[config.mk]
export PLATFORM = sky130hd
export DESIGN_NAME = modbus_rtu_response_decoder_top_flat
export DESIGN_NICKNAME = d
export VERILOG_FILES = /design/src/rtl/mrd_pkg.sv /design/src/rtl/mrd_req_if.sv /design/src/rtl/mrd_rsp_if.sv /design/src/rtl/modbus_rtu_response_decoder_top.sv /design/src/flat_wrapper.sv
export VERILOG_INCLUDE_DIRS = /design/src /design/src/rtl
export SDC_FILE = /design/constraint.sdc
export NUM_CORES = 1
export LEC_CHECK = 0
export BUFFER_PORTS_ARGS = -buffer_cell sky130_fd_sc_hd__buf_2
export CAP_MARGIN = 20
export CELL_PAD_IN_SITES_DETAIL_PLACEMENT = 0
export CELL_PAD_IN_SITES_GLOBAL_PLACEMENT = 2
export CORE_UTILIZATION = 48
export CTS_CLUSTER_DIAMETER = 120
export DETAILED_ROUTE_END_ITERATION = 8
export HOLD_SLACK_MARGIN = 0.06
export PLACE_DENSITY_LB_ADDON = 0.25
export SYNTH_ARGS = -nofsm -noshare
export SYNTH_HDL_FRONTEND = slang
export SYNTH_SLANG_ARGS = --single-unit
[constraint.sdc]
create_clock -name clock -period 22.7 [get_ports clock]
set_input_delay 5.675 -clock clock [delete_from_list [all_inputs] [get_ports clock]]
set_output_delay 5.675 -clock clock [all_outputs]
set_load 0.01 [all_outputs]
[src/rtl/modbus_rtu_response_decoder_top_assert.svh]
// ----------------------------------------------------------------------------
// Assertion macros for the Modbus RTU response decoder
// Checks are clocked on clock and held off while reset is high.
// ----------------------------------------------------------------------------
`ifndef MODBUS_RTU_RESPONSE_DECODER_TOP_ASSERT_SVH
`define MODBUS_RTU_RESPONSE_DECODER_TOP_ASSERT_SVH

// Same-cycle implication.
`define MRD_ASSERT_IMP(label, ante, cons) \
   label: assert property (@(posedge clock) disable iff (reset) (ante) |-> (cons)) \
      else $error("mrd: same-cycle check failed");

// Next-cycle implication.
`define MRD_ASSERT_NEXT(label, ante, cons) \
   label: assert property (@(posedge clock) disable iff (reset) (ante) |=> (cons)) \
      else $error("mrd: next-cycle check failed");

`endif

[src/rtl/mrd_pkg.sv]
// ----------------------------------------------------------------------------
// mrd_pkg
// Widths, codes and the CRC-16/MODBUS byte update for the response decoder.
// ----------------------------------------------------------------------------
package mrd_pkg;

   localparam int BYTE_W   = 8;
   localparam int WORD_W   = 16;
   localparam int STATUS_W = 3;
   localparam int QTY_W    = 4;
   localparam int VALUE_W  = 33;
   localparam int IDX_W    = 3;
   localparam int KIND_W   = 2;

   // Only the first sixteen data bytes are ever decoded.
   localparam int DATA_USED  = 16;
   localparam int DATA_IDX_W = $clog2(DATA_USED);
   localparam int WORDS_USED = DATA_USED / 2;

   typedef logic [STATUS_W-1:0] status_type;
   typedef logic [QTY_W-1:0] qty_type;
   typedef logic [KIND_W-1:0] kind_type;
   typedef logic [DATA_USED-1:0][BYTE_W-1:0] data_bank_type;
   typedef logic [WORDS_USED-1:0][WORD_W-1:0] word_bank_type;

   // Status codes
   localparam status_type ST_OK           = 3'd0;
   localparam status_type ST_TOO_SHORT    = 3'd1;
   localparam status_type ST_CRC_ERROR    = 3'd2;
   localparam status_type ST_EXCEPTION    = 3'd3;
   localparam status_type ST_OVERFLOW     = 3'd4;
   localparam status_type ST_DATA_SHORT   = 3'd5;
   localparam status_type ST_UNKNOWN_TYPE = 3'd6;
   localparam status_type ST_BAD_FUNCTION = 3'd7;

   // Quantity codes
   localparam qty_type Q_VOLT        = 4'd0;
   localparam qty_type Q_CURRENT     = 4'd1;
   localparam qty_type Q_POWER       = 4'd2;
   localparam qty_type Q_PF          = 4'd3;
   localparam qty_type Q_FREQ        = 4'd4;
   localparam qty_type Q_ENERGY      = 4'd5;
   localparam qty_type Q_METER_RELAY = 4'd6;
   localparam qty_type Q_HUMID       = 4'd7;
   localparam qty_type Q_TEMP        = 4'd8;
   localparam qty_type Q_RELAY       = 4'd9;

   // Result plan kinds
   localparam kind_type KIND_ERROR   = 2'd0;
   localparam kind_type KIND_RELAY   = 2'd1;
   localparam kind_type KIND_METER   = 2'd2;
   localparam kind_type KIND_CLIMATE = 2'd3;

   // Last result index of each plan
   localparam logic [IDX_W-1:0] SINGLE_LAST_IDX  = 3'd0;
   localparam logic [IDX_W-1:0] METER_LAST_IDX   = 3'd6;
   localparam logic [IDX_W-1:0] CLIMATE_LAST_IDX = 3'd1;

   // Device types
   localparam logic [BYTE_W-1:0] DEV_METER   = 8'd2;
   localparam logic [BYTE_W-1:0] DEV_CLIMATE = 8'd3;
   localparam logic [BYTE_W-1:0] DEV_RELAY   = 8'd4;

   // Function codes
   localparam logic [BYTE_W-1:0] FUNC_READ_COILS = 8'h01;
   localparam logic [BYTE_W-1:0] FUNC_READ_HOLD  = 8'h03;
   localparam logic [BYTE_W-1:0] FUNC_READ_INPUT = 8'h04;
   localparam int                FUNC_EXC_BIT    = 7;

   // Minimum byte counts
   localparam logic [BYTE_W-1:0] METER_MIN_BC   = 8'd16;
   localparam logic [BYTE_W-1:0] CLIMATE_MIN_BC = 8'd4;
   localparam logic [BYTE_W-1:0] RELAY_MIN_BC   = 8'd1;

   localparam logic [WORD_W-1:0] RELAY_ON_WORD = 16'h0055;

   // Divide by ten: floor(x * 52429 / 2^19) is exact for x below 2^17.
   localparam logic [WORD_W-1:0] PF_RECIP = 16'd52429;
   localparam int                PF_SHIFT = 19;
   localparam int                PF_W     = 14;

   localparam logic [WORD_W-1:0] CRC_INIT = 16'hFFFF;
   localparam logic [WORD_W-1:0] CRC_POLY = 16'hA001;

   function automatic logic [WORD_W-1:0] crc_feed(input logic [WORD_W-1:0] crc_in,
                                                  input logic [BYTE_W-1:0] data);
      logic [WORD_W-1:0] c;
      c = crc_in ^ {8'h00, data};
      for (int k = 0; k < BYTE_W; k++) begin
         c = c[0] ? ((c >> 1) ^ CRC_POLY) : (c >> 1);
      end
      return c;
   endfunction

   // CRC one byte ahead of the running value, as it stands after reset.
   localparam logic [WORD_W-1:0] CRC_AHEAD_RESET = crc_feed(CRC_INIT, 8'h00);

endpackage

[src/rtl/mrd_req_if.sv]
// ----------------------------------------------------------------------------
// mrd_req_if
// Byte channel into the decoder: one frame byte and its end marker per item.
// ----------------------------------------------------------------------------
interface mrd_req_if;
   import mrd_pkg::*;

   logic              valid;
   logic              ready;
   logic [BYTE_W-1:0] frame_byte;
   logic              end_of_frame;

   modport source (output valid, output frame_byte, output end_of_frame, input ready);
   modport sink   (input valid, input frame_byte, input end_of_frame, output ready);
endinterface

[src/rtl/mrd_rsp_if.sv]
// ----------------------------------------------------------------------------
// mrd_rsp_if
// Result channel out of the decoder: one decoded value or error per item.
// ----------------------------------------------------------------------------
interface mrd_rsp_if;
   import mrd_pkg::*;

   logic                      valid;
   logic                      ready;
   logic [STATUS_W-1:0]       status;
   logic [QTY_W-1:0]          quantity;
   logic signed [VALUE_W-1:0] value;
   logic [BYTE_W-1:0]         slave_address;
   logic                      last_result;

   modport source (output valid, output status, output quantity, output value,
                   output slave_address, output last_result, input ready);
   modport sink   (input valid, input status, input quantity, input value,
                   input slave_address, input last_result, output ready);
endinterface

[src/rtl/modbus_rtu_response_decoder_top.sv]
// ----------------------------------------------------------------------------
// modbus_rtu_response_decoder_top
// The final byte loads the plan registers; the first result then goes into the output register.
// Throughput: one byte per cycle; a frame gives 1, 2 or 7 results, one per cycle while ready.
// A final byte waits in the input register while the previous frame still emits.
// Reset (synchronous, active high) clears control state and device_type to 0.
// ----------------------------------------------------------------------------
`include "modbus_rtu_response_decoder_top_assert.svh"

module modbus_rtu_response_decoder_top (
   input  logic                       clock,
   input  logic                       reset,
   mrd_req_if.sink                    req_ch,
   mrd_rsp_if.source                  rsp_ch,
   input  logic                       csr_wr_en,
   input  logic [mrd_pkg::BYTE_W-1:0] csr_wr_data
);
   import mrd_pkg::*;

   // ------------------------------------------------------------------
   // Configuration
   // ------------------------------------------------------------------
   logic [BYTE_W-1:0] dev_type_ff;

   always_ff @(posedge clock) begin
      if (reset) begin
         dev_type_ff <= '0;
      end else if (csr_wr_en) begin
         dev_type_ff <= csr_wr_data;
      end
   end

   // ------------------------------------------------------------------
   // Input register
   // ------------------------------------------------------------------
   logic              in_valid_ff;
   logic [BYTE_W-1:0] in_byte_ff;
   logic              in_eof_ff;

   // Emitter handshake terms (emitter defined below)
   logic              busy_ff;
   logic [IDX_W-1:0]  emit_idx_ff;
   logic [IDX_W-1:0]  last_idx_ff;
   logic              rsp_valid_ff;
   logic              emit_fire;
   logic              emit_last;
   logic              load_ok;
   logic              proc_go;
   logic              plan_load;
   logic              req_ready;

   // A result moves into the output register when it is empty or being taken.
   assign emit_fire = busy_ff && (!rsp_valid_ff || rsp_ch.ready);
   assign emit_last = (emit_idx_ff == last_idx_ff);
   // A new plan may enter when the emitter is idle or hands out its last result now.
   assign load_ok   = !busy_ff || (emit_fire && emit_last);
   // Ordinary bytes always advance; a final byte advances only when a plan can load.
   assign proc_go   = in_valid_ff && (!in_eof_ff || load_ok);
   assign plan_load = proc_go && in_eof_ff;
   assign req_ready = !in_valid_ff || proc_go;
   assign req_ch.ready = req_ready;

   always_ff @(posedge clock) begin
      if (reset) begin
         in_valid_ff <= 1'b0;
      end else if (req_ready) begin
         in_valid_ff <= req_ch.valid;
      end
   end

   always_ff @(posedge clock) begin
      if (req_ready && req_ch.valid) begin
         in_byte_ff <= req_ch.frame_byte;
         in_eof_ff  <= req_ch.end_of_frame;
      end
   end

   // ------------------------------------------------------------------
   // Frame state
   // crc_ahead_ff holds the CRC with the older of the two held-back bytes
   // already folded in, so the final check needs only a compare.
   // ------------------------------------------------------------------
   logic [WORD_W-1:0]     byte_cnt_ff;
   logic [WORD_W-1:0]     crc_ahead_ff;
   logic [BYTE_W-1:0]     prev_byte_ff;
   logic [BYTE_W-1:0]     addr_ff;
   logic [BYTE_W-1:0]     func_ff;
   logic [BYTE_W-1:0]     count_ff;
   data_bank_type         data_ff;

   logic [WORD_W-1:0]     crc_base;
   logic [WORD_W-1:0]     wr_off;
   logic                  data_hit;
   logic [DATA_IDX_W-1:0] data_idx;
   data_bank_type         data_view;

   assign crc_base = (byte_cnt_ff >= 16'd2) ? crc_ahead_ff : CRC_INIT;
   assign wr_off   = byte_cnt_ff - 16'd3;
   assign data_hit = (byte_cnt_ff >= 16'd3) && (wr_off < WORD_W'(DATA_USED));
   assign data_idx = wr_off[DATA_IDX_W-1:0];

   // Data bank as it stands with the current byte written.
   always_comb begin
      data_view = data_ff;
      if (data_hit) begin
         data_view[data_idx] = in_byte_ff;
      end
   end

   always_ff @(posedge clock) begin
      if (proc_go && data_hit) begin
         data_ff[data_idx] <= in_byte_ff;
      end
   end

   always_ff @(posedge clock) begin
      if (reset) begin
         byte_cnt_ff  <= '0;
         crc_ahead_ff <= CRC_AHEAD_RESET;
         prev_byte_ff <= '0;
         addr_ff      <= '0;
         func_ff      <= '0;
         count_ff     <= '0;
      end else if (proc_go) begin
         if (in_eof_ff) begin
            // Clear for the next frame.
            byte_cnt_ff  <= '0;
            crc_ahead_ff <= CRC_AHEAD_RESET;
            prev_byte_ff <= '0;
            addr_ff      <= '0;
            func_ff      <= '0;
            count_ff     <= '0;
         end else begin
            if (byte_cnt_ff != '1) begin
               byte_cnt_ff <= byte_cnt_ff + 16'd1;
            end
            crc_ahead_ff <= crc_feed(crc_base, prev_byte_ff);
            prev_byte_ff <= in_byte_ff;
            if (byte_cnt_ff == 16'd0) begin
               addr_ff <= in_byte_ff;
            end
            if (byte_cnt_ff == 16'd1) begin
               func_ff <= in_byte_ff;
            end
            if (byte_cnt_ff == 16'd2) begin
               count_ff <= in_byte_ff;
            end
         end
      end
   end

   // ------------------------------------------------------------------
   // Frame checks on the final byte, in priority order
   // ------------------------------------------------------------------
   logic              crc_ok;
   logic              func_known;
   logic [WORD_W-1:0] count_plus4;
   status_type        chk_status;
   kind_type          chk_kind;
   logic [IDX_W-1:0]  chk_last_idx;
   logic [BYTE_W-1:0] frame_addr;

   assign crc_ok      = (crc_ahead_ff == {in_byte_ff, prev_byte_ff});
   assign func_known  = (func_ff == FUNC_READ_HOLD) || (func_ff == FUNC_READ_INPUT) ||
                        (func_ff == FUNC_READ_COILS);
   assign count_plus4 = WORD_W'(count_ff) + 16'd4;
   // A one-byte frame still reports its only byte as the address.
   assign frame_addr  = (byte_cnt_ff == 16'd0) ? in_byte_ff : addr_ff;

   always_comb begin
      chk_status = ST_OK;
      chk_kind   = KIND_ERROR;
      if (byte_cnt_ff < 16'd3) begin
         chk_status = ST_TOO_SHORT;
      end else if (!crc_ok) begin
         chk_status = ST_CRC_ERROR;
      end else if (func_ff[FUNC_EXC_BIT]) begin
         chk_status = ST_EXCEPTION;
      end else if (!func_known) begin
         chk_status = ST_BAD_FUNCTION;
      end else if (byte_cnt_ff < 16'd4) begin
         chk_status = ST_TOO_SHORT;
      end else if (count_plus4 > byte_cnt_ff) begin
         chk_status = ST_OVERFLOW;
      end else if (func_ff == FUNC_READ_COILS) begin
         if (dev_type_ff != DEV_RELAY) begin
            chk_status = ST_UNKNOWN_TYPE;
         end else if (count_ff < RELAY_MIN_BC) begin
            chk_status = ST_DATA_SHORT;
         end else begin
            chk_kind = KIND_RELAY;
         end
      end else if (dev_type_ff == DEV_METER) begin
         if (count_ff < METER_MIN_BC) begin
            chk_status = ST_DATA_SHORT;
         end else begin
            chk_kind = KIND_METER;
         end
      end else if (dev_type_ff == DEV_CLIMATE) begin
         if (count_ff < CLIMATE_MIN_BC) begin
            chk_status = ST_DATA_SHORT;
         end else begin
            chk_kind = KIND_CLIMATE;
         end
      end else begin
         chk_status = ST_UNKNOWN_TYPE;
      end
   end

   always_comb begin
      case (chk_kind)
         KIND_METER:   chk_last_idx = METER_LAST_IDX;
         KIND_CLIMATE: chk_last_idx = CLIMATE_LAST_IDX;
         default:      chk_last_idx = SINGLE_LAST_IDX;
      endcase
   end

   // ------------------------------------------------------------------
   // Emitter: holds a snapshot of the finished frame and hands out its
   // results one per cycle while the output register can take them, while the next frame streams in behind it.
   // ------------------------------------------------------------------
   kind_type          plan_kind_ff;
   status_type        plan_status_ff;
   logic [BYTE_W-1:0] plan_addr_ff;
   data_bank_type     plan_data_ff;

   always_ff @(posedge clock) begin
      if (reset) begin
         busy_ff     <= 1'b0;
         emit_idx_ff <= '0;
         last_idx_ff <= '0;
      end else if (plan_load) begin
         busy_ff     <= 1'b1;
         emit_idx_ff <= '0;
         last_idx_ff <= chk_last_idx;
      end else if (emit_fire) begin
         if (emit_last) begin
            busy_ff <= 1'b0;
         end else begin
            emit_idx_ff <= emit_idx_ff + 3'd1;
         end
      end
   end

   always_ff @(posedge clock) begin
      if (plan_load) begin
         plan_kind_ff   <= chk_kind;
         plan_status_ff <= chk_status;
         plan_addr_ff   <= frame_addr;
         plan_data_ff   <= data_view;
      end
   end

   // Big-endian 16-bit words of the snapshot.
   word_bank_type words;

   always_comb begin
      for (int k = 0; k < WORDS_USED; k++) begin
         words[k] = {plan_data_ff[2*k], plan_data_ff[2*k+1]};
      end
   end

   logic [19:0]          tenfold;
   logic [22:0]          power_val;
   logic [16:0]          pf_sum;
   logic [32:0]          pf_prod;
   logic [PF_W-1:0]      pf_val;
   logic signed [19:0]   temp_ext;
   logic signed [19:0]   temp_val;
   logic                 meter_relay;
   qty_type              res_qty;
   logic [VALUE_W-1:0]   res_value;

   assign tenfold     = 20'(words[0]) * 20'd10;
   assign power_val   = 23'(words[2]) * 23'd100;
   // Power factor: round half up to the nearest tenth.
   assign pf_sum      = 17'(words[3]) + 17'd5;
   assign pf_prod     = 33'(pf_sum) * 33'(PF_RECIP);
   assign pf_val      = pf_prod[PF_SHIFT +: PF_W];
   assign temp_ext    = {{4{words[1][WORD_W-1]}}, words[1]};
   assign temp_val    = temp_ext * 20'sd10;
   assign meter_relay = (words[7] == RELAY_ON_WORD);

   always_comb begin
      res_qty   = Q_VOLT;
      res_value = '0;
      case (plan_kind_ff)
         KIND_RELAY: begin
            res_qty   = Q_RELAY;
            res_value = VALUE_W'(plan_data_ff[0][0]);
         end
         KIND_CLIMATE: begin
            if (emit_idx_ff == 3'd0) begin
               res_qty   = Q_HUMID;
               res_value = VALUE_W'(tenfold);
            end else begin
               res_qty   = Q_TEMP;
               res_value = VALUE_W'(temp_val);
            end
         end
         KIND_METER: begin
            case (emit_idx_ff)
               3'd0: begin
                  res_qty   = Q_VOLT;
                  res_value = VALUE_W'(tenfold);
               end
               3'd1: begin
                  res_qty   = Q_CURRENT;
                  res_value = VALUE_W'(words[1]);
               end
               3'd2: begin
                  res_qty   = Q_POWER;
                  res_value = VALUE_W'(power_val);
               end
               3'd3: begin
                  res_qty   = Q_PF;
                  res_value = VALUE_W'(pf_val);
               end
               3'd4: begin
                  res_qty   = Q_FREQ;
                  res_value = VALUE_W'(words[4]);
               end
               3'd5: begin
                  res_qty   = Q_ENERGY;
                  res_value = VALUE_W'({words[5], words[6]});
               end
               default: begin
                  res_qty   = Q_METER_RELAY;
                  res_value = VALUE_W'(meter_relay);
               end
            endcase
         end
         default: begin
            // Error result: quantity and value stay zero.
            res_qty   = Q_VOLT;
            res_value = '0;
         end
      endcase
   end

   // ------------------------------------------------------------------
   // Output register
   // ------------------------------------------------------------------
   status_type         rsp_status_ff;
   qty_type            rsp_qty_ff;
   logic [VALUE_W-1:0] rsp_value_ff;
   logic [BYTE_W-1:0]  rsp_addr_ff;
   logic               rsp_last_ff;

   always_ff @(posedge clock) begin
      if (reset) begin
         rsp_valid_ff <= 1'b0;
      end else if (emit_fire) begin
         rsp_valid_ff <= 1'b1;
      end else if (rsp_ch.ready) begin
         rsp_valid_ff <= 1'b0;
      end
   end

   always_ff @(posedge clock) begin
      if (emit_fire) begin
         rsp_status_ff <= plan_status_ff;
         rsp_qty_ff    <= res_qty;
         rsp_value_ff  <= res_value;
         rsp_addr_ff   <= plan_addr_ff;
         rsp_last_ff   <= emit_last;
      end
   end

   assign rsp_ch.valid         = rsp_valid_ff;
   assign rsp_ch.status        = rsp_status_ff;
   assign rsp_ch.quantity      = rsp_qty_ff;
   assign rsp_ch.value         = $signed(rsp_value_ff);
   assign rsp_ch.slave_address = rsp_addr_ff;
   assign rsp_ch.last_result   = rsp_last_ff;

   // ------------------------------------------------------------------
   // Assertions
   // ------------------------------------------------------------------
   logic rsp_is_error;
   logic rsp_error_shape;

   assign rsp_is_error    = rsp_ch.valid && (rsp_ch.status != ST_OK);
   assign rsp_error_shape = rsp_ch.last_result && (rsp_ch.quantity == Q_VOLT) &&
                            (rsp_ch.value == '0);

   // An error result is always the single, final result of its frame.
   `MRD_ASSERT_IMP(a_error_single, rsp_is_error, rsp_error_shape)
   // The emit index never runs past the plan's last result.
   `MRD_ASSERT_IMP(a_idx_bound, busy_ff, emit_idx_ff <= last_idx_ff)
   // After the last result goes out with nothing queued, the emitter goes idle.
   `MRD_ASSERT_NEXT(a_emit_done, emit_fire && emit_last && !plan_load, !busy_ff)
   // A final byte that cannot load a plan holds back the input side.
   `MRD_ASSERT_IMP(a_eof_stall, in_valid_ff && in_eof_ff && !load_ok, !req_ch.ready)

endmodule

[src/flat_wrapper.sv]
// flat-port wrapper written by rule: the top's interface ports become plain ports
module modbus_rtu_response_decoder_top_flat import mrd_pkg::*;
  (clock, reset, csr_wr_en, csr_wr_data, req_ch_valid, req_ch_frame_byte, req_ch_end_of_frame, req_ch_ready, rsp_ch_valid, rsp_ch_status, rsp_ch_quantity, rsp_ch_value, rsp_ch_slave_address, rsp_ch_last_result, rsp_ch_ready);
  mrd_req_if req_ch_i ();
  mrd_rsp_if rsp_ch_i ();
  input  logic clock;
  input  logic reset;
  input  logic csr_wr_en;
  input  logic [mrd_pkg::BYTE_W-1:0] csr_wr_data;
  input wire logic [$bits(req_ch_i.valid)-1:0] req_ch_valid;
  input wire logic [$bits(req_ch_i.frame_byte)-1:0] req_ch_frame_byte;
  input wire logic [$bits(req_ch_i.end_of_frame)-1:0] req_ch_end_of_frame;
  output wire logic [$bits(req_ch_i.ready)-1:0] req_ch_ready;
  output wire logic [$bits(rsp_ch_i.valid)-1:0] rsp_ch_valid;
  output wire logic [$bits(rsp_ch_i.status)-1:0] rsp_ch_status;
  output wire logic [$bits(rsp_ch_i.quantity)-1:0] rsp_ch_quantity;
  output wire logic [$bits(rsp_ch_i.value)-1:0] rsp_ch_value;
  output wire logic [$bits(rsp_ch_i.slave_address)-1:0] rsp_ch_slave_address;
  output wire logic [$bits(rsp_ch_i.last_result)-1:0] rsp_ch_last_result;
  input wire logic [$bits(rsp_ch_i.ready)-1:0] rsp_ch_ready;
  assign req_ch_i.valid = req_ch_valid;
  assign req_ch_i.frame_byte = req_ch_frame_byte;
  assign req_ch_i.end_of_frame = req_ch_end_of_frame;
  assign req_ch_ready = req_ch_i.ready;
  assign rsp_ch_valid = rsp_ch_i.valid;
  assign rsp_ch_status = rsp_ch_i.status;
  assign rsp_ch_quantity = rsp_ch_i.quantity;
  assign rsp_ch_value = rsp_ch_i.value;
  assign rsp_ch_slave_address = rsp_ch_i.slave_address;
  assign rsp_ch_last_result = rsp_ch_i.last_result;
  assign rsp_ch_i.ready = rsp_ch_ready;
  modbus_rtu_response_decoder_top u_core (.clock(clock), .reset(reset), .req_ch(req_ch_i), .rsp_ch(rsp_ch_i), .csr_wr_en(csr_wr_en), .csr_wr_data(csr_wr_data));
endmodule
======== Word-level counts from Yosys, hierarchy flattened ========
Index checks and enable logic that the tools add are counted.
word-level totals
  output and inout port bits .............. 51
  register bits after elaboration ......... 408
cells by class
  reduce and logical (&&, ||, !) cells .... 33
  equality and inequality tests ........... 22
  add/sub/neg operators ................... 5
  multiplexer cells ....................... 60
  multipliers ............................. 4
  order comparisons ....................... 11
  bitwise operators ....................... 11
operators with widths
  cell                    count
  $mux 16                 12
  $pmux 32 s6             1
  $bwmux 128              1
  $mux 128                1
  $pmux 33 s3             1
  $mux 8                  8
  $mul 17x16->33 const B  1
  $mux 33                 1
  $demux 8 s4             1
  $ge 16x2->1 const B     2
  $mux 3                  10
  $mux 2                  14
  $eq 8x2->1 const B      3
  $not 2->3               8
  $mul 16x5->21 const B   1
  $mul 16x3->19 const B   1
  $mul 16x4->19 const B   1
  $pmux 3 s6              1
  $add 16x3->17 const B   1
  $add 16x1->16 const B   1
  $eq 16x1->1 const B     1
  $eq 16x16->1            1
  $eq 16x2->1 const B     1
  $eq 16x7->1 const B     1
  37 further kinds        72

======== Longest topological paths before layout ========
Gate-level depths: netlist (run 1).
  depth after elaboration ................. 20
  gate-level depth with buffers ........... 25
  mapped depth without buffers ............ 25

======== Worst setup path before layout (run 1) ========
No wires, ideal clock.
  kind .................................... input -> register
  start ................................... in rsp_ch_ready
  end ..................................... reg u_core.data_ff[0] (netlist bit) (enable)
  arrival ................................. 12.020 ns
  cell stages on the path ................. 7
  path buffers ............................ 2
  setup slack ............................. 10.063 ns
  path through ............................ nor2b_1 > a211o_1 > nand2_1 > o21ai_0 > clkbuf_1 > clkbuf_1 > nor2_1
between the ends
  longest elaborated chain between the ends .. 7
ends and longest elaborated chain
  element                        RTL line                                RTL
  start, declared                flat_wrapper.sv:20                      input wire logic [$bits(rsp_ch_i.ready)-1:0] rsp_ch_ready;
  $logic_or 1x1->1               modbus_rtu_response_decoder_top.sv:53   assign emit_fire = busy_ff && (!rsp_valid_ff || rsp_ch.ready);
  $logic_and 1x1->1              modbus_rtu_response_decoder_top.sv:53
  $logic_and 1x1->1              modbus_rtu_response_decoder_top.sv:56   assign load_ok = !busy_ff || (emit_fire && emit_last);
  $logic_or 1x1->1               modbus_rtu_response_decoder_top.sv:56
  $logic_or 1x1->1               modbus_rtu_response_decoder_top.sv:58   assign proc_go = in_valid_ff && (!in_eof_ff || load_ok);
  $logic_and 1x1->1              modbus_rtu_response_decoder_top.sv:58
  $logic_and 1x1->1              modbus_rtu_response_decoder_top.sv:111  if (proc_go && data_hit) begin
  end signal, assigned by index  modbus_rtu_response_decoder_top.sv:112  data_ff[data_idx] <= in_byte_ff;
  end, declared                  modbus_rtu_response_decoder_top.sv:89   data_bank_type data_ff;
No other way between the ends.
A chain may end at the register's enable or synchronous reset.

======== Worst setup path in the final report (run 1) ========
  start ................................... in rsp_ch_ready
  end ..................................... out req_ch_ready
between the ends
  longest elaborated chain between the ends .. 7
ends and longest elaborated chain
  element            RTL line                               RTL
  $logic_or 1x1->1   modbus_rtu_response_decoder_top.sv:53
  $logic_and 1x1->1  modbus_rtu_response_decoder_top.sv:53
  $logic_and 1x1->1  modbus_rtu_response_decoder_top.sv:56
  $logic_or 1x1->1   modbus_rtu_response_decoder_top.sv:56
  $logic_or 1x1->1   modbus_rtu_response_decoder_top.sv:58
  $logic_and 1x1->1  modbus_rtu_response_decoder_top.sv:58
  $logic_or 1x1->1   modbus_rtu_response_decoder_top.sv:60  assign req_ready = !in_valid_ff || proc_go;
  end, declared      flat_wrapper.sv:13                     output wire logic [$bits(req_ch_i.ready)-1:0] req_ch_ready;
No other way between the ends.

==> reports/metrics.cfg, run 1 <==
[status]
status=finished clean

[sta]
tightest_slew_ps=1069
skew_ps=49.76
finalCriticalPeriod_ps=12300
finalSetupViolations=0
period_share_pct=54.20
maxSlewViolCount=0
max_freq_ghz=0.08128
rsz0062_at_grt=no
hold_viol_final=0
fin_ws_ps=10400
setup_tns_ps=0
max-slew-margin-rel_pct=26.89

[yosys]
synth_flop_cell=edfxtp_1
synthesis.area_mm2=0.02747
synthMostInstantiatedCell=edfxtp_1
avgSynthCellArea_um2=11.64
ys_types=75
synth_top_family_by_area=adder cells
synthesis.nets=2743
yosys-top-cells-area=edfxtp_1, ha_1, fa_1, mux2_4, dfxtp_1
yosys_register_bits=407
synth_commonest_cells=edfxtp_1, inv_1, ha_1, mux2_2, nor2_1
synth_adder_area_share_pct=19.12
syn_inst=2360
yosys.area_share.simple_pct=8.486
synth_top_area_cell=edfxtp_1
synth_top_area_share_pct=35.75
synth-edff-count=327
synth_compound_area_share_pct=8.144
synthMuxAreaShare_pct=12.98
yosys_warnings=0
seq_area_frac_synth_pct=41.58
async_flop_share_pct=0
synth-xor-area-share_pct=4.341

[clock_network]
ctsHtreeMaxLevel=2
cts_sinks=407
worstSkewPairLatency_ps=600
hold_buffers=0
cts_buffers=46
postCtsSetupBuffers=0
cts_tree=yes
post_cts_resized=0
clock-root-buffer=clkbuf_16
cts_buffer_depth=3
clk_pin_slew_worst_paths_ps=60

[worst_setup_path]
worstPathMaxFanout=4
setup.worst_path.start_class=primary input
crit_chain=buf_2 > nor2b_1 > a211o_1 > nand4_1 > buf_2
critPathMaxStageDelay_ps=320
critPathBufInv=2
r2r-start=u_core.plan_data_ff[59]
end_kind=primary output
worst_r2r_endpoint=u_core.rsp_ch.value[8]
path_common_cell=buf_2
crit_type=in2out
crit_arrival_ps=6630
cp_slowest_cell=nor2b_1
reg2reg_depth=25
cp.required_ps=17020
cpLargestDelayFamily=simple AND/OR/NAND/NOR gates
worst-r2r-setup-slack_ps=14660

[power]
pwr_density_cell_mw_per_mm2=66.58
ir_drop_uv=52.37
p_leak_nw=12.63

[detailed_routing]
drc=0
drtIter0Drc=1100
postRouteAntennaNets=0
drt_pass1_iterations=5
viasPerCell=5.464
wirelength_mm=64.02
vias=17570
wl_per_cell_um=19.91

[min_path]
hold_class=reg2reg
hp-start=u_core.plan_addr_ff[6]
hold_path_end=u_core.rsp_ch.slave_address[6]
holdPathStages=0

[global_route]
grt_first_pass_wirelength_mm=100.4
grt-ovfl-total=0
grtUsageTotal_pct=22.56
antenna_found_initial=2
grt_max_degree=83
grt_pass1_vias=17700

[finish]
instances_no_fill=3216
nFillCells=4944
fin_util_pct=53.42
drive_above_1_share_pct=17.89
nets=2808
syn_to_final_growth_pct=9.862
diodes=0

[placement]
placedCellCount=3132
port_buffers=72
finalWeightedCongestion=0.8823
post-place-ws_ps=10390
hpwl_mm=47.21

[flow_run]
maxCapViolCount=0

[floorplanning]
fp.dieArea_mm2=0.05819
rows=87
die_width_um=241.2
start_util_pct=48.62
core_region_area_mm2=0.05650
die_y_um=241.2
design.portCount=73

==> worst max-delay path by stage <==
| stage | startpoint | end | cells after the start | slack [ps] |
|---|---|---|---|---|
| floorplan | rsp_ch_ready | u_core.data_ff[0] | 7 | 10060 |
| global placement | rsp_ch_ready | req_ch_ready | 5 | 10440 |
| detailed placement | rsp_ch_ready | req_ch_ready | 5 | 10390 |
| CTS | rsp_ch_ready | req_ch_ready | 5 | 10380 |
| global route | rsp_ch_ready | req_ch_ready | 5 | 10280 |
| finish | rsp_ch_ready | req_ch_ready | 5 | 10400 |
==> cell type report <==
type / instances / area (um2) / share of cell area, %
flip-flops and latches: 407 / 11420 / 37.85
inverters: 282 / 1064 / 3.524
repair buffers: 99 / 583.1 / 1.932
clock buffers: 56 / 1219 / 4.038
well taps: 756 / 945.9 / 3.134
clock inverters: 27 / 342.8 / 1.136
multi-input cells: 1589 / 14600 / 48.39
==> state kept, by name (all words and copies together) (netlist names), 4 cells and up <==
signal and count:
u_core.data_ff 128, u_core.plan_data_ff 128, u_core.rsp_ch.value 33, u_core.byte_cnt_ff 16
u_core.crc_ahead_ff 16, u_core.addr_ff 8, u_core.count_ff 8, u_core.dev_type_ff 8
u_core.func_ff 8, u_core.in_byte_ff 8, u_core.plan_addr_ff 8, u_core.prev_byte_ff 8
u_core.rsp_ch.slave_address 8, u_core.rsp_ch.quantity 4
==> power breakdown <==
| part | total [W] | switching, W | internal (W) |
|---|---|---|---|
| Sequential | 0.000816 | 0.00000700 | 0.000809 |
| Clock | 0.000756 | 0.000312 | 0.000444 |
| Combinational | 0.000437 | 0.000256 | 0.000181 |
| Total | 0.00201 | 0.000575 | 0.00143 |
==> worst reg2reg max path, stage by stage, from the launching register on <==
cell	delay [ps]
edfxtp_1	400
and3_1	210
and3_1	180
nand2_1	60
or2_2	320
nor2_1	140
xor2_1	580
ha_1	410
ha_1	310
inv_1	50
fa_1	500
inv_1	50
fa_1	460
fa_1	540
inv_1	50
fa_1	530
inv_1	40
ha_1	290
a2111o_1	460
a21oi_1	130
and4b_1	210
a311oi_2	550
a21oi_1	320
o32ai_2	530
nor4b_1	120
a311o_1	290
==> cell families after synthesis <==
logic type                 after synthesis
xor gates and xnor gates               133
and+or+nand+nor                        481
adders and majority gates              361
DFF                                    407
AOI/OAI and AO/OA                      332
buffers and inverters                  364
muxes                                  282
==> routing by layer <==
metal  global-route usage [%]  vias to the layer above  share of wire [%]
li1                         -                     8546                  -
met1                    32.48                     8649                 48
met2                    36.08                      303                 46
met3                    2.495                       75                3.9
met4                    6.118                        0                2.1
met5                        0                        -                  0
==> metrics by stage <==
stage	hold WS (ps)	power (W)	instance area, um2
final	421.0	0.002009	30180
after global routing	427.8	0.002123	30180
after CTS	421.2	0.002038	30150
after detailed placement	406.1	0.001276	28590
after global placement	413.2	0.001271	28590
after floorplan	400.3	0.001162	27470
==> cells in the final DEF, fill, tap and decap left out, types with 12 or more instances in the layout <==
| cell type | Yosys | routed |
|---|---|---|
| a21o_1 | 19 | 19 |
| a21oi_1 | 80 | 80 |
| a22oi_1 | 33 | 33 |
| and3_1 | 14 | 14 |
| buf_2 | 2 | 72 |
| buf_4 | 1 | 26 |
| clkbuf_16 | 0 | 46 |
| dfxtp_1 | 80 | 80 |
| edfxtp_1 | 327 | 327 |
| fa_1 | 98 | 98 |
| ha_1 | 263 | 263 |
| inv_1 | 281 | 281 |
| mux2_1 | 19 | 19 |
| mux2_2 | 138 | 138 |
| mux2_4 | 109 | 109 |
| mux2i_1 | 16 | 15 |
| nand2_1 | 133 | 133 |
| nand2b_1 | 19 | 19 |
| nand3_1 | 38 | 38 |
| nand4_1 | 12 | 12 |
| nor2_1 | 135 | 133 |
| nor2b_1 | 26 | 25 |
| nor3_1 | 21 | 21 |
| nor4_1 | 14 | 14 |
| o21a_1 | 18 | 18 |
| o21ai_0 | 55 | 54 |
| o22ai_1 | 17 | 17 |
| or3_1 | 19 | 19 |
| xnor2_1 | 71 | 71 |
| xor2_1 | 60 | 60 |
Power figures use the tool's default switching activity.
==> run 2, diff against run 1 <==
Settings changed: CORE_UTILIZATION 48 to 40.
Clock period 22.7 ns to 11.03 ns, I/O delays scaled along.
==> run 2 against run 1 <==
Compared with the run above:
- count of clock-buffer cells in the layout is 11 higher
- sequential cell count stayed put
- combinational power is 110% higher
- register-to-register slack worse by 11000 ps
- clock skew is 23 ps lower
- sequential power is 110% higher
- final area is 0.96% higher
- global-route usage is 2.7 points lower
- critical path type is now reg2reg
- critical endpoint is now u_core.rsp_ch.value[8]
==> reports/metrics.cfg, run 2 (synthesis results as in run 1) <==
[status]
status=finished clean

[finish]
final_common_cell=edfxtp_1
syn_to_final_growth_pct=10.92
drive_above_1_share_pct=17.87
nets=2811
diodes=0
layout_common_cells=edfxtp_1, inv_1, ha_1

[power]
p_comb_share_pct=21.5
ir_drop_uv=117.4
p_leak_nw=12.71
p_clk_share_pct=39.4
p_int_w=0.003068
switching_power_w=0.001226
pwr_density_cell_mw_per_mm2=140.9
switching_share_pct=28.55
p_seq_share_pct=39.1

[sta]
fin_ws_ps=3289
period_share_pct=70.18
tightest_slew_ps=1038
finalCriticalPeriod_ps=7741
hold_viol_final=0
rsz0062_at_grt=no
setup_tns_ps=0
finalSetupViolations=0
max_freq_ghz=0.1292
maxSlewViolCount=0
skew_ps=26.61
max-slew-margin-rel_pct=30.80

[clock_network]
post_cts_resized=0
ctsHtreeMaxLevel=2
worstSkewPairLatency_ps=600
hold_buffers=0
clk_pin_slew_worst_paths_ps=60
clock-root-buffer=clkbuf_16
cts_sinks=407
cts_buffer_depth=3
postCtsSetupBuffers=0
cts_tree=yes
cts_buffers=48

[detailed_routing]
viasPerCell=5.308
postRouteAntennaNets=0
wirelength_mm=69.04
drc=0
vias=17730
drtIter0Drc=1147
wl_per_cell_um=20.66
drt_pass1_iterations=6

[global_route]
grtUsageTotal_pct=19.82
grt-ovfl-total=0
grt_pass1_vias=18370
grt_max_degree=129
grt_first_pass_wirelength_mm=107.1
antenna_found_initial=1

[worst_setup_path]
worstPathMaxFanout=6
cp.required_ps=11360
crit_arrival_ps=8080
setup.worst_path.start_class=flop
cp_slowest_cell=fa_1
cpLargestDelayFamily=adder cells
critPathBufInv=4
critPathMaxStageDelay_ps=540
end_kind=flop
crit_type=reg2reg

[placement]
post-place-ws_ps=3207
hpwl_mm=49.78
finalWeightedCongestion=0.9115
port_buffers=72

[floorplanning]
core_region_area_mm2=0.06751
die_width_um=264.1
die_y_um=264.1
rows=95
start_util_pct=40.69
design.portCount=73
fp.dieArea_mm2=0.06973

[min_path]
hold_class=reg2reg

[flow_run]
maxCapViolCount=0

[run 2: metal layers]
| metal | global-route usage [%] | part of all wire, % | vias to the layer above |
|---|---|---|---|
| met5 | 0 | 0 | - |
| met1 | 28.13 | 48 | 8791 |
| met4 | 4.368 | 1.8 | 0 |
| met2 | 32.16 | 46 | 306 |
| met3 | 2.591 | 3.7 | 73 |
| li1 | - | - | 8564 |
[run 2: path summary, 6_finish.rpt]
check                                              start                 endpoint  slack [ps]  cells after the start
worst min-delay path            u_core.plan_status_ff[1]  u_core.rsp_ch.status[1]         410                      0
worst max-delay path             u_core.plan_data_ff[59]   u_core.rsp_ch.value[8]        3290                     25
worst max register to register   u_core.plan_data_ff[59]   u_core.rsp_ch.value[8]        3290                     25
worst min register to register  u_core.plan_status_ff[1]  u_core.rsp_ch.status[1]         410                      0
[run 2: layout make-up]
class	instances	area [um2]
multi-input combinational	1589	14600
tap	873	1092
timing repair buffer	100	608.1
inverter	282	1064
fill	6220	37050
sequential	407	11420
clock buffer	67	1349
clock inverter	23	331.6
[run 2: through the flow]
step	cell area (um2)	instances	hold slack, ps	total power (W)	utilization, %
5_1_grt	30470	3341	428.7	0.004535	45.13
3_3_place_gp	28750	3249	405.9	0.002635	42.58
3_5_place_dp	28750	3249	404.5	0.002643	42.58
6_report	30470	3341	410.5	0.004294	45.13
4_1_cts	30430	3339	412.5	0.004354	45.07
2_1_floorplan	27470	2360	400.3	0.002391	-
[run 2: power by group through the flow]
stage,registers (W),logic (W),clock network (W)
6_report,0.00168,0.000921,0.00169
5_1_grt,0.00168,0.00106,0.00180
4_1_cts,0.00168,0.000941,0.00173
3_5_place_dp,0.00171,0.000930,0
3_3_place_gp,0.00171,0.000922,0
2_1_floorplan,0.00171,0.000682,0
